<file path="src/sv/hbcg_pkg.sv">
// Shared types, constants and register map for the haptic buzz current generator.
package hbcg_pkg;

	// Tone type that alternates between the two pitch modes 0 and 5
	localparam logic [3:0] ALTERNATING_CODE = 4'd15;

	// Current limits in 0.01 A units, plus the speed knee in erpm
	localparam logic [10:0] CUR_CAP         = 11'd2000;
	localparam logic [13:0] ERPM_KNEE       = 14'd10000;
	localparam logic [10:0] SCALE_THRESHOLD = 11'd500;
	localparam logic [13:0] CLICK_MIN       = 14'd300;
	localparam logic [13:0] CLICK_MAX       = 14'd1000;

	// Reciprocal constants: floor(x / 5) = (x * RECIP_5) >> RECIP_5_SHIFT for x < 2^18,
	// floor(x / 10000) = (x * RECIP_10K) >> RECIP_10K_SHIFT for x < 2^25
	localparam logic [15:0] RECIP_5         = 16'd52429;
	localparam int          RECIP_5_SHIFT   = 18;
	localparam logic [24:0] RECIP_10K       = 25'd27487791;
	localparam int          RECIP_10K_SHIFT = 38;

	// Alert kinds
	localparam logic [2:0] KIND_NONE  = 3'd0;
	localparam logic [2:0] KIND_DUTY  = 3'd1;
	localparam logic [2:0] KIND_HV    = 3'd2;
	localparam logic [2:0] KIND_LV    = 3'd3;
	localparam logic [2:0] KIND_TEMP  = 3'd4;

	// Register indexes (byte address is four times the index)
	localparam int          ADDR_W          = 5;
	localparam logic [2:0]  REG_INTENSITY   = 3'd0;
	localparam logic [2:0]  REG_FLOOR       = 3'd1;
	localparam logic [2:0]  REG_TYPE_DUTY   = 3'd2;
	localparam logic [2:0]  REG_TYPE_HV     = 3'd3;
	localparam logic [2:0]  REG_TYPE_LV     = 3'd4;
	localparam logic [2:0]  REG_TYPE_TEMP   = 3'd5;

	// Configuration register contents
	typedef struct packed {
		logic [13:0] buzz_intensity;
		logic [13:0] buzz_floor;
		logic [3:0]  type_for_duty;
		logic [3:0]  type_for_high_voltage;
		logic [3:0]  type_for_low_voltage;
		logic [3:0]  type_for_temperature;
	} cfg_t;

endpackage

</file>
<file path="src/sv/hbcg_cfg.sv">
// APB-style configuration register file for the haptic buzz current generator.
module hbcg_cfg (
	input  logic                      clk,
	input  logic                      arst_n,
	input  logic                      psel,
	input  logic                      penable,
	input  logic                      pwrite,
	input  logic [hbcg_pkg::ADDR_W-1:0] paddr,
	input  logic [31:0]               pwdata,
	output logic [31:0]               prdata,
	output logic                      pready,
	output hbcg_pkg::cfg_t            cfg
);
	import hbcg_pkg::*;

	cfg_t       cfg_q;
	logic       wr_en;
	logic [2:0] reg_idx;

	assign pready  = 1'b1;
	assign wr_en   = psel & penable & pwrite;
	assign reg_idx = paddr[ADDR_W-1:2];
	assign cfg     = cfg_q;

	// Register writes on the access cycle
	always_ff @(posedge clk or negedge arst_n) begin
		if (!arst_n) begin
			cfg_q <= '0;
		end else if (wr_en) begin
			unique case (reg_idx)
				REG_INTENSITY: cfg_q.buzz_intensity        <= pwdata[13:0];
				REG_FLOOR:     cfg_q.buzz_floor            <= pwdata[13:0];
				REG_TYPE_DUTY: cfg_q.type_for_duty         <= pwdata[3:0];
				REG_TYPE_HV:   cfg_q.type_for_high_voltage <= pwdata[3:0];
				REG_TYPE_LV:   cfg_q.type_for_low_voltage  <= pwdata[3:0];
				REG_TYPE_TEMP: cfg_q.type_for_temperature  <= pwdata[3:0];
				default: ;
			endcase
		end
	end

	// Read-back multiplexer
	always_comb begin
		prdata = '0;
		unique case (reg_idx)
			REG_INTENSITY: prdata = {18'd0, cfg_q.buzz_intensity};
			REG_FLOOR:     prdata = {18'd0, cfg_q.buzz_floor};
			REG_TYPE_DUTY: prdata = {28'd0, cfg_q.type_for_duty};
			REG_TYPE_HV:   prdata = {28'd0, cfg_q.type_for_high_voltage};
			REG_TYPE_LV:   prdata = {28'd0, cfg_q.type_for_low_voltage};
			REG_TYPE_TEMP: prdata = {28'd0, cfg_q.type_for_temperature};
			default:       prdata = '0;
		endcase
	end

endmodule

</file>
<file path="src/sv/haptic_buzz_current_generator.sv">
// Top level of the haptic buzz current generator: input stage, tone update and result register.
// A word is registered in stage one, then in the result register, which decouples the sides.
// Throughput: one word per cycle unless m_tready stalls the result register; the input stage
// does the two multiplies, the second stage the reciprocal divide and the tone state update.
// Reset: arst_n clears the configuration registers, the tone state and both valid flags
// asynchronously.
module haptic_buzz_current_generator (
	input  logic                        clk,
	input  logic                        arst_n,
	input  logic                        s_tvalid,
	output logic                        s_tready,
	// restart[0], flywheel_mode[1], running[2], alert_kind[5:3], brake[6], now_ms[38:7],
	// speed_erpm[54:39], click_current[68:55], note_period_ms[84:69], zero fill [87:85]
	input  logic [87:0]                 s_tdata,
	output logic                        m_tvalid,
	input  logic                        m_tready,
	// drive_current[11:0], tone_active[12], zero fill [15:13]
	output logic [15:0]                 m_tdata,
	input  logic                        psel,
	input  logic                        penable,
	input  logic                        pwrite,
	input  logic [hbcg_pkg::ADDR_W-1:0] paddr,
	input  logic [31:0]                 pwdata,
	output logic [31:0]                 prdata,
	output logic                        pready
);
	import hbcg_pkg::*;

	cfg_t cfg;

	hbcg_cfg u_cfg (
		.clk     (clk),
		.arst_n  (arst_n),
		.psel    (psel),
		.penable (penable),
		.pwrite  (pwrite),
		.paddr   (paddr),
		.pwdata  (pwdata),
		.prdata  (prdata),
		.pready  (pready),
		.cfg     (cfg)
	);

	// Input word fields
	logic        in_restart, in_flywheel, in_running, in_brake;
	logic [2:0]  in_kind;
	logic [31:0] in_now;
	logic [15:0] in_erpm, in_period;
	logic [13:0] in_click;

	assign in_restart  = s_tdata[0];
	assign in_flywheel = s_tdata[1];
	assign in_running  = s_tdata[2];
	assign in_kind     = s_tdata[5:3];
	assign in_brake    = s_tdata[6];
	assign in_now      = s_tdata[38:7];
	assign in_erpm     = s_tdata[54:39];
	assign in_click    = s_tdata[68:55];
	assign in_period   = s_tdata[84:69];

	// Handshake: stage one advances whenever the result register is free or being emptied
	logic valid_s1, out_valid_q, advance, take_in, fire_s1;

	assign advance  = !out_valid_q || m_tready;
	assign s_tready = !valid_s1 || advance;
	assign take_in  = s_tvalid && s_tready;
	assign fire_s1  = valid_s1 && advance;
	assign m_tvalid = out_valid_q;

	// Stage one multiplies: capped amplitude times speed, and four fifths of the click
	logic [10:0] cur_cfg;
	logic [24:0] scale_prod;
	logic [31:0] click_prod;

	assign cur_cfg    = (cfg.buzz_intensity < {3'd0, CUR_CAP}) ? cfg.buzz_intensity[10:0]
	                                                           : CUR_CAP;
	assign scale_prod = {11'd0, in_erpm[13:0]} * {14'd0, cur_cfg};
	assign click_prod = {16'd0, in_click, 2'b00} * {16'd0, RECIP_5};

	logic        restart_s1, flywheel_s1, running_s1, brake_s1, slow_s1;
	logic [2:0]  kind_s1;
	logic [31:0] now_s1;
	logic [15:0] period_ms_s1;
	logic [10:0] cur_cfg_s1;
	logic [24:0] scale_prod_s1;
	logic [13:0] click_div_s1;

	always_ff @(posedge clk or negedge arst_n) begin
		if (!arst_n) begin
			valid_s1 <= 1'b0;
		end else if (s_tready) begin
			valid_s1 <= s_tvalid;
		end
	end

	always_ff @(posedge clk) begin
		if (take_in) begin
			restart_s1    <= in_restart;
			flywheel_s1   <= in_flywheel;
			running_s1    <= in_running;
			brake_s1      <= in_brake;
			kind_s1       <= in_kind;
			now_s1        <= in_now;
			period_ms_s1  <= in_period;
			slow_s1       <= (in_erpm < {2'd0, ERPM_KNEE});
			cur_cfg_s1    <= cur_cfg;
			scale_prod_s1 <= scale_prod;
			click_div_s1  <= click_prod[RECIP_5_SHIFT+13:RECIP_5_SHIFT];
		end
	end

	// Tone state
	logic               tone_busy_q;
	logic [31:0]        note_start_q;
	logic signed [11:0] level_q;
	logic [8:0]         phase_q;
	logic [7:0]         pitch_q;
	logic [3:0]         type_q;

	// Stage two: divide by the erpm knee with the reciprocal, then clamp
	logic [49:0] knee_prod;
	logic [13:0] scaled_raw;
	logic [13:0] scaled_lo;
	logic [10:0] scaled;
	logic [13:0] click_lo;
	logic [10:0] click_cur;
	logic [10:0] cur;

	assign knee_prod  = {25'd0, scale_prod_s1} * {25'd0, RECIP_10K};
	assign scaled_raw = {3'd0, knee_prod[RECIP_10K_SHIFT+10:RECIP_10K_SHIFT]};
	assign scaled_lo  = (scaled_raw < cfg.buzz_floor) ? cfg.buzz_floor : scaled_raw;
	assign scaled     = (scaled_lo > {3'd0, CUR_CAP}) ? CUR_CAP : scaled_lo[10:0];
	assign click_lo   = (click_div_s1 < CLICK_MIN) ? CLICK_MIN : click_div_s1;
	assign click_cur  = (click_lo > CLICK_MAX) ? CLICK_MAX[10:0] : click_lo[10:0];

	always_comb begin
		priority if (brake_s1) begin
			cur = click_cur;
		end else if (slow_s1 && cur_cfg_s1 > SCALE_THRESHOLD) begin
			cur = scaled;
		end else begin
			cur = cur_cfg_s1;
		end
	end

	// Stage two: next tone state and result
	logic               busy_n;
	logic [31:0]        start_n;
	logic signed [11:0] level_n;
	logic [8:0]         phase_n, phase_inc, toggle_period;
	logic [7:0]         pitch_n;
	logic [3:0]         type_n, type_sel;
	logic               out_active;
	logic signed [11:0] out_level;
	logic [31:0]        elapsed;

	assign elapsed = now_s1 - note_start_q;

	always_comb begin
		unique case (kind_s1)
			KIND_DUTY: type_sel = cfg.type_for_duty;
			KIND_HV:   type_sel = cfg.type_for_high_voltage;
			KIND_LV:   type_sel = cfg.type_for_low_voltage;
			KIND_TEMP: type_sel = cfg.type_for_temperature;
			default:   type_sel = 4'd0;
		endcase
	end

	always_comb begin
		busy_n        = tone_busy_q;
		start_n       = note_start_q;
		level_n       = level_q;
		phase_n       = phase_q;
		pitch_n       = pitch_q;
		type_n        = type_q;
		toggle_period = '0;
		phase_inc     = phase_q + 9'd1;
		out_active    = tone_busy_q;
		out_level     = '0;
		priority if (restart_s1) begin
			busy_n     = 1'b0;
			start_n    = now_s1;
			level_n    = '0;
			out_active = 1'b0;
		end else if (flywheel_s1) begin
			out_active = tone_busy_q;
		end else begin
			// An alert while running latches its tone type
			if (kind_s1 != KIND_NONE && running_s1) begin
				type_n = type_sel;
				if (type_sel != 4'd0) begin
					busy_n = 1'b1;
				end
			end
			if (busy_n || brake_s1) begin
				if (brake_s1) begin
					toggle_period = '0;
				end else if (type_n == ALTERNATING_CODE) begin
					toggle_period = 9'd1 + {1'b0, pitch_q};
				end else begin
					toggle_period = {5'd0, type_n} + {1'b0, pitch_q};
				end
				phase_n = (phase_inc > toggle_period) ? 9'd0 : phase_inc;
				// Flip polarity at each toggle; close the note once its period has run out
				if (phase_n == 9'd0) begin
					level_n = (level_q > 12'sd0) ? -$signed({1'b0, cur}) : $signed({1'b0, cur});
					if (elapsed > {16'd0, period_ms_s1}) begin
						busy_n  = 1'b0;
						start_n = now_s1;
						if (brake_s1) begin
							pitch_n = pitch_q + 8'd1;
						end else if (type_n == ALTERNATING_CODE) begin
							pitch_n = 8'd5 - pitch_q;
						end else begin
							pitch_n = 8'd1 - pitch_q;
						end
					end
				end
			end else begin
				pitch_n = '0;
				phase_n = '0;
				start_n = now_s1;
				level_n = '0;
			end
			out_level  = level_n;
			out_active = busy_n;
		end
	end

	// State update as each word leaves stage one
	always_ff @(posedge clk or negedge arst_n) begin
		if (!arst_n) begin
			tone_busy_q  <= 1'b0;
			note_start_q <= '0;
			level_q      <= '0;
			phase_q      <= '0;
			pitch_q      <= '0;
			type_q       <= '0;
		end else if (fire_s1) begin
			tone_busy_q  <= busy_n;
			note_start_q <= start_n;
			level_q      <= level_n;
			phase_q      <= phase_n;
			pitch_q      <= pitch_n;
			type_q       <= type_n;
		end
	end

	// Result register
	logic [15:0] out_data_q;

	always_ff @(posedge clk or negedge arst_n) begin
		if (!arst_n) begin
			out_valid_q <= 1'b0;
		end else if (advance) begin
			out_valid_q <= valid_s1;
		end
	end

	always_ff @(posedge clk) begin
		if (fire_s1) begin
			out_data_q <= {3'd0, out_active, out_level};
		end
	end

	assign m_tdata = out_data_q;

`ifndef SYNTHESIS
	// A restart word always leaves the tone idle
	a_restart_clears: assert property (@(posedge clk) disable iff (!arst_n)
		(fire_s1 && restart_s1) |=> (!tone_busy_q && level_q == 12'sd0))
		else $error("tone still busy after restart");

	// Delivered current never exceeds 20 A in magnitude
	a_level_bound: assert property (@(posedge clk) disable iff (!arst_n)
		m_tvalid |-> ($signed(m_tdata[11:0]) <= 12'sd2000
			&& $signed(m_tdata[11:0]) >= -12'sd2000))
		else $error("drive current out of range");

	// A full stage one behind a stalled result register blocks the input
	a_backpressure: assert property (@(posedge clk) disable iff (!arst_n)
		(valid_s1 && out_valid_q && !m_tready) |-> !s_tready)
		else $error("input accepted while pipeline full");

	// Phase counter never passes the longest toggle period
	a_phase_bound: assert property (@(posedge clk) disable iff (!arst_n)
		phase_q <= 9'd270)
		else $error("phase counter out of range");
`endif

endmodule
</file>
<file path="config.mk">
export PLATFORM = sky130hd
export DESIGN_NAME = haptic_buzz_current_generator
export DESIGN_NICKNAME = d
export VERILOG_FILES = /design/src/sv/hbcg_pkg.sv /design/src/sv/hbcg_cfg.sv /design/src/sv/haptic_buzz_current_generator.sv
export SDC_FILE = /design/constraint.sdc
export NUM_CORES = 2
export LEC_CHECK = 0
export BUFFER_PORTS_ARGS = -buffer_cell sky130_fd_sc_hd__clkbuf_2
export CAP_MARGIN = 0
export CORE_UTILIZATION = 55
export CTS_CLUSTER_SIZE = 24
export DETAILED_ROUTE_END_ITERATION = 12
export GPL_ROUTABILITY_DRIVEN = 1
export PLACE_DENSITY = 0.77
export RECOVER_POWER = 100
export REMOVE_ABC_BUFFERS = 1
export SETUP_SLACK_MARGIN = 0.2
export SLEW_MARGIN = 0
export SYNTH_ARGS = -nofsm -noshare
export SYNTH_HDL_FRONTEND = slang
export SYNTH_HIERARCHICAL = 1
export SYNTH_SLANG_ARGS = --single-unit
</file>
<file path="constraint.sdc">
create_clock -name clk -period 14.5 [get_ports clk]
set_input_delay 2.9 -clock clk [delete_from_list [all_inputs] [get_ports clk]]
set_output_delay 2.9 -clock clk [all_outputs]
set_load 0.005 [all_outputs]
</file>
Word-level counts from Yosys, hierarchy flattened:

Cells that the tools add are included.
W data, S select, Z words.

* magnitude comparators: 10
* multiplexer cells: 43
* equality and inequality tests: 15
* reduce and logical (&&, ||, !) cells: 24
* bitwise logic cells: 4
* multipliers: 3
* add/subtract/negate cells: 8

Operators by type and width (number)
* $mux W32: 5
* $pmux W14 S6: 1
* $mux W9: 7
* $mux W12: 5
* $mux W11: 5
* $mul A25 B25 Y49 const B: 1
* $mux W8: 5
* $gt A32 B16 Y1: 1
* $sub A32 B32 Y32: 1
* $mul A14 B16 Y30 const B: 1
* $mux W14: 2
* $mul A14 B11 Y25: 1
* $lt A16 B14 Y1 const B: 1
* $pmux W4 S4: 1
* $gt A14 B10 Y1 const B: 1
* $gt A14 B11 Y1 const B: 1
* $lt A11 B14 Y1: 1
* $lt A14 B11 Y1 const B: 1
* $lt A14 B9 Y1 const B: 1
* $reduce_and A2 Y1: 7
* $eq A3 B2 Y1 const B: 4
* $gt A12 B1 Y1 const B: 1
* $mux W4: 3
* $neg A11 Y12: 1
* 28 further kinds: 49

* input port bits: 132
* output and inout port bits: 51
* register bits after elaboration: 231
* logic and storage cells: 134

Longest topological paths before layout:

* word-level depth: 18
* depth in mapped cells: 41
* depth with buffers taken out: 40

By module:

Netlist, hierarchy kept.

By module, submodules not included
* haptic_buzz_current_generator: times used 1, area each 30907.1 µm², sequential area each 5275.1 µm², cells each 3186
* hbcg_cfg: times used 1, area each 2326.0 µm², sequential area each 1101.1 µm², cells each 171

Least setup slack after synthesis:

Ideal clock, no wire load.

* kind: reg-to-reg
* start point: register scale_prod_s1[5]
* end point: register out_data_q[10] (netlist: m_tdata[10]) (data pin)
* slack: 4343 ps
* period minus slack after synthesis: 10157 ps
* cell stages (with the launch flop): 39
* library setup time: 135 ps
* required time: 14365 ps
* buffers on the path: 1
* data arrival time: 10021 ps
* cells stage by stage: edfxtp_1 > ha_1 > fa_1 > inv_1 > fa_1 > fa_1 > fa_1 > inv_1 > fa_1 > inv_1 > fa_1 > inv_1 > ha_1 > nand4_2 > nor4_4 > nand4_2 > nor4_4 > nor3_1 > (+3 left out) > a21o_1 > a21o_1 > a211oi_1 > o21ai_0 > or4_1 > o211ai_1 > buf_2 > nor3b_1 > a41oi_1 > nor3_1 > o21a_1 > a21oi_1 > ha_1 > nand2_1 > a21oi_1 > nand3_1 > or4_1 > nand3_1

* word-level cells in the longest chain between the ends: 11

Ends and longest elaborated chain
* start: declaration: line haptic_buzz_current_generator.sv:85 `logic [24:0] scale_prod_s1;`
* start signal: assignment: line haptic_buzz_current_generator.sv:107 `scale_prod_s1 <= scale_prod;`
* $mul A25 B25 Y49 (*): line haptic_buzz_current_generator.sv:129 `assign knee_prod = {25'd0, scale_prod_s1} * {25'd0, RECIP_10K};`
* $lt A11 B14 Y1: line haptic_buzz_current_generator.sv:131 `assign scaled_lo = (scaled_raw < cfg.buzz_floor) ? cfg.buzz_floor : scaled_raw;`
* $mux W14 (*): line haptic_buzz_current_generator.sv:131
* $gt A14 B11 Y1: line haptic_buzz_current_generator.sv:132 `assign scaled = (scaled_lo > {3'd0, CUR_CAP}) ? CUR_CAP : scaled_lo[10:0];`
* $mux W11 (*): line haptic_buzz_current_generator.sv:132
* $mux W11 (*): line haptic_buzz_current_generator.sv:139 `end else if (slow_s1 && cur_cfg_s1 > SCALE_THRESHOLD) begin`
* $mux W11 (*): line haptic_buzz_current_generator.sv:137 `priority if (brake_s1) begin`
* $neg A11 Y12: line haptic_buzz_current_generator.sv:206 `level_n = (level_q > 12'sd0) ? -$signed({1'b0, cur}) : $signed({1'b0, cur});`
* $mux W12 (*): line haptic_buzz_current_generator.sv:206
* $mux W12 (*): line haptic_buzz_current_generator.sv:205 `if (phase_n == 9'd0) begin`
* $mux W12 (*): line haptic_buzz_current_generator.sv:195 `if (busy_n || brake_s1) begin`
* end signal: assignment: line haptic_buzz_current_generator.sv:262 `out_data_q <= {3'd0, out_active, out_level};`
* end: declaration: line haptic_buzz_current_generator.sv:250 `logic [15:0] out_data_q;`

Mark *: on every way between the ends. The rest lies on a longest branch, timed or not.
A chain may end at the register's enable or synchronous reset.

Worst setup path in the final report:

* start point: register scale_prod_s1[18]
* end point: register out_data_q[2] (netlist: m_tdata[2]) (data pin)

Same word-level chain as after synthesis.

==> metrics.cfg <==
[run_status]
status = complete, but fails checks
violations = design-rule violations, max-capacitance violations, max-slew violations

[synthesis]
postSynth.asyncResetShare = 0.485
synth-seq-cells = 231
ys.flop_type = edfxtp_1
synth_edf_count = 119
avgSynthCellArea_um2 = 9.90
ys_types = 82
yosysWarnings = 6
syn_inst = 3357
syn_area_mm2 = 0.0332
seq_area_frac_synth = 0.192

[clock_tree]
clk-insertion-delay-late_ns = 0.58
cts_tree = done
ctsResizeCount = 0
clockBufferDepth = 3
cts_sinks = 231
post_cts_buffers = 0
root_buffer = clkbuf_16
cts_buffers = 26
cts-htree-levels = 1
cts.reportedPaths.clkPinSlew_ns = 0.07
ctsHoldBuffers = 0

[worst_setup_path]
r2r-start = scale_prod_s1[18]
worst_path_most_repeated_cell = fa_1
cpPeakStageDelay_ns = 0.93
crit_fanout = 22
timing.rr.end = m_tdata[2]
r2r_cells = 37
critPathKind = reg2reg
worst_path_dominant_cell_family = adder cells
regToRegSetupSlack_ns = 1.90
required_ns = 14.87
critPathBufInv = 5
cp-end-kind = flip-flop
cpMaxStageDelayCell = a2111oi_0
crit_arrival_ns = 12.98
start_kind = flip-flop

[routing]
drtIter0Drc = 1377
drc = 4
ant_nets = 0
avgRoutedWirePerCell_um = 17.6
firstDrtPassIters = 9
avgViaCountPerCell = 5.57
vias = 23800
drt_wl_total_um = 75000

[placed_design]
hpwl_um = 62200
dp.cells = 4216
place_ws_ns = 2.64
globalplace.congestion = 0.955
portBuffers = 137
placed_area_mm2 = 0.0346

[global_route]
grt_pass1_vias = 25100
gr-usage-all-layers = 0.255
overflow = 0
grt_start_max_net_pins = 63
antenna_found_initial = 1
grt_pass1_wl_um = 125000

[timing]
finalCriticalPeriod_ns = 12.60
fin_ws_ns = 1.90
layout_worst_path_cycle_share = 0.869
worstMarginPinSlew_ns = 3.67
tns_ns = 0
finalSetupViolCount = 0
slew_headroom = -1.45
clock_skew_ns = 0.0428
rsz0062_at_grt = false
fmax_ghz = 0.0793
hold_viol_final = 0
slew_viol_final = 294

[floorplanning]
ioPinCount = 183
die_y_um = 248
die_x_um = 248
rows = 89
core_mm2 = 0.0594
design.die.area_mm2 = 0.0614
start_util = 0.560

[worst_hold_path]
hp-start = valid_s1
min_to = m_tvalid
hold_depth = 1
hp-class = reg2reg

[final_layout]
final_cell_count_no_fill = 4265
fin_nets = 4527
fillers = 5028
fin_area_mm2 = 0.0353
area_delta_synth_final_pct = 6.28
post_route_cells_drive_above_1_share = 0.0753

[job]
drv_cap = 7

==> synthesized netlist by cell type (all sizes together), types with 23 or more instances <==
cell type,number,share of area
dfrtp,112,0.084
a21oi,102,0.015
nor3,44,0.0066
o21ai,99,0.015
nand2,182,0.021
nand2b,26,0.0049
nand4,23,0.0051
xor2,28,0.0074
buf,36,0.0083
inv,789,0.089
edfxtp,119,0.11
ha,488,0.18
mux2i,23,0.0069
a21o,46,0.010
mux2,88,0.032
nand3,58,0.0087
nor2b,24,0.0045
xnor2,53,0.014
nor2,119,0.014
clkbuf,46,0.0052
and2,101,0.019
fa,436,0.26
==> worst max-delay path by stage <==
| stage | from | to | slack, ns | cells past startpoint |
|---|---|---|---|---|
| 2_1_floorplan | scale_prod_s1[11] | m_tdata[2] | 3.87 | 35 |
| 3_3_place_gp | scale_prod_s1[12] | m_tdata[2] | 2.77 | 34 |
| 3_5_place_dp | scale_prod_s1[12] | m_tdata[2] | 2.64 | 34 |
| 4_1_cts | scale_prod_s1[12] | m_tdata[2] | 2.58 | 34 |
| 5_1_grt | scale_prod_s1[12] | m_tdata[10] | 1.11 | 35 |
| 6_report | scale_prod_s1[18] | m_tdata[2] | 1.90 | 37 |
==> area by class of cell <==
| cell class | instances | area, µm² | area share |
|---|---|---|---|
| multi-input combinational | 2274 | 23400 | 0.663 |
| clock buffer | 27 | 654 | 0.0185 |
| clock inverter | 21 | 233 | 0.00659 |
| timing repair buffer | 149 | 708 | 0.0200 |
| antenna | 1 | 2.50 | 0.0000708 |
| inverter | 789 | 2960 | 0.0838 |
| tap | 773 | 967 | 0.0274 |
| sequential | 231 | 6380 | 0.181 |
==> cells in the final DEF (no fill, tap or decap), types with 24 or more instances in the layout <==
cell type  count
ha_1         488
clkbuf_2     107
xor2_1        28
a21o_1        46
nand2_1      182
xnor2_1       53
nor3_1        44
nand3_1       58
edfxtp_1     119
fa_1         436
dfrtp_1      112
and2_1        93
nor2b_1       24
nor2_1       119
mux2_2        78
inv_1        789
clkbuf_1      39
o21ai_0       96
clkbuf_16     26
nand2b_1      26
a21oi_1      102
==> registers in the layout, indices dropped and copies added (netlist names), 11 cells and up <==
signal and cells:
u_cfg/cfg 44, note_start_q 32, now_s1 32, scale_prod_s1 25, period_ms_s1 16, click_div_s1 14
m_tdata 13, level_q 12, cur_cfg_s1 11
==> routing by layer <==
metal	track usage	wire length, µm	vias to the layer above	share of wire
met1	0.342	32200	11800	0.43
met4	0.0724	2160	0	0.029
met5	0	0	-	0
li1	-	-	11200	-
met3	0.0330	4770	126	0.064
met2	0.434	35900	711	0.48
==> cells by family (layout without fill, tap and decap cells) <==
family / count (synthesis) / in the layout / share of synthesized area
other cells: 3 / 23 / 0.000339
fa+ha+maj: 924 / 924 / 0.446
compound gates: 463 / 463 / 0.0930
flops: 231 / 231 / 0.192
simple gates: 673 / 673 / 0.105
xor+xnor: 81 / 81 / 0.0213
buf+inv: 871 / 986 / 0.103
mux: 111 / 111 / 0.0390
==> metrics by stage <==
| step | hold WS, ns | util |
|---|---|---|
| after detailed placement | 0.482 | 0.583 |
| after global placement | 0.470 | 0.583 |
| after global routing | 0.514 | 0.595 |
| after CTS | 0.488 | 0.598 |
| after floorplan | 0.457 | - |
| final | 0.488 | 0.595 |
Power is not shown: default switching activity piles up to over one toggle a cycle in this logic, so the estimate is an artifact.
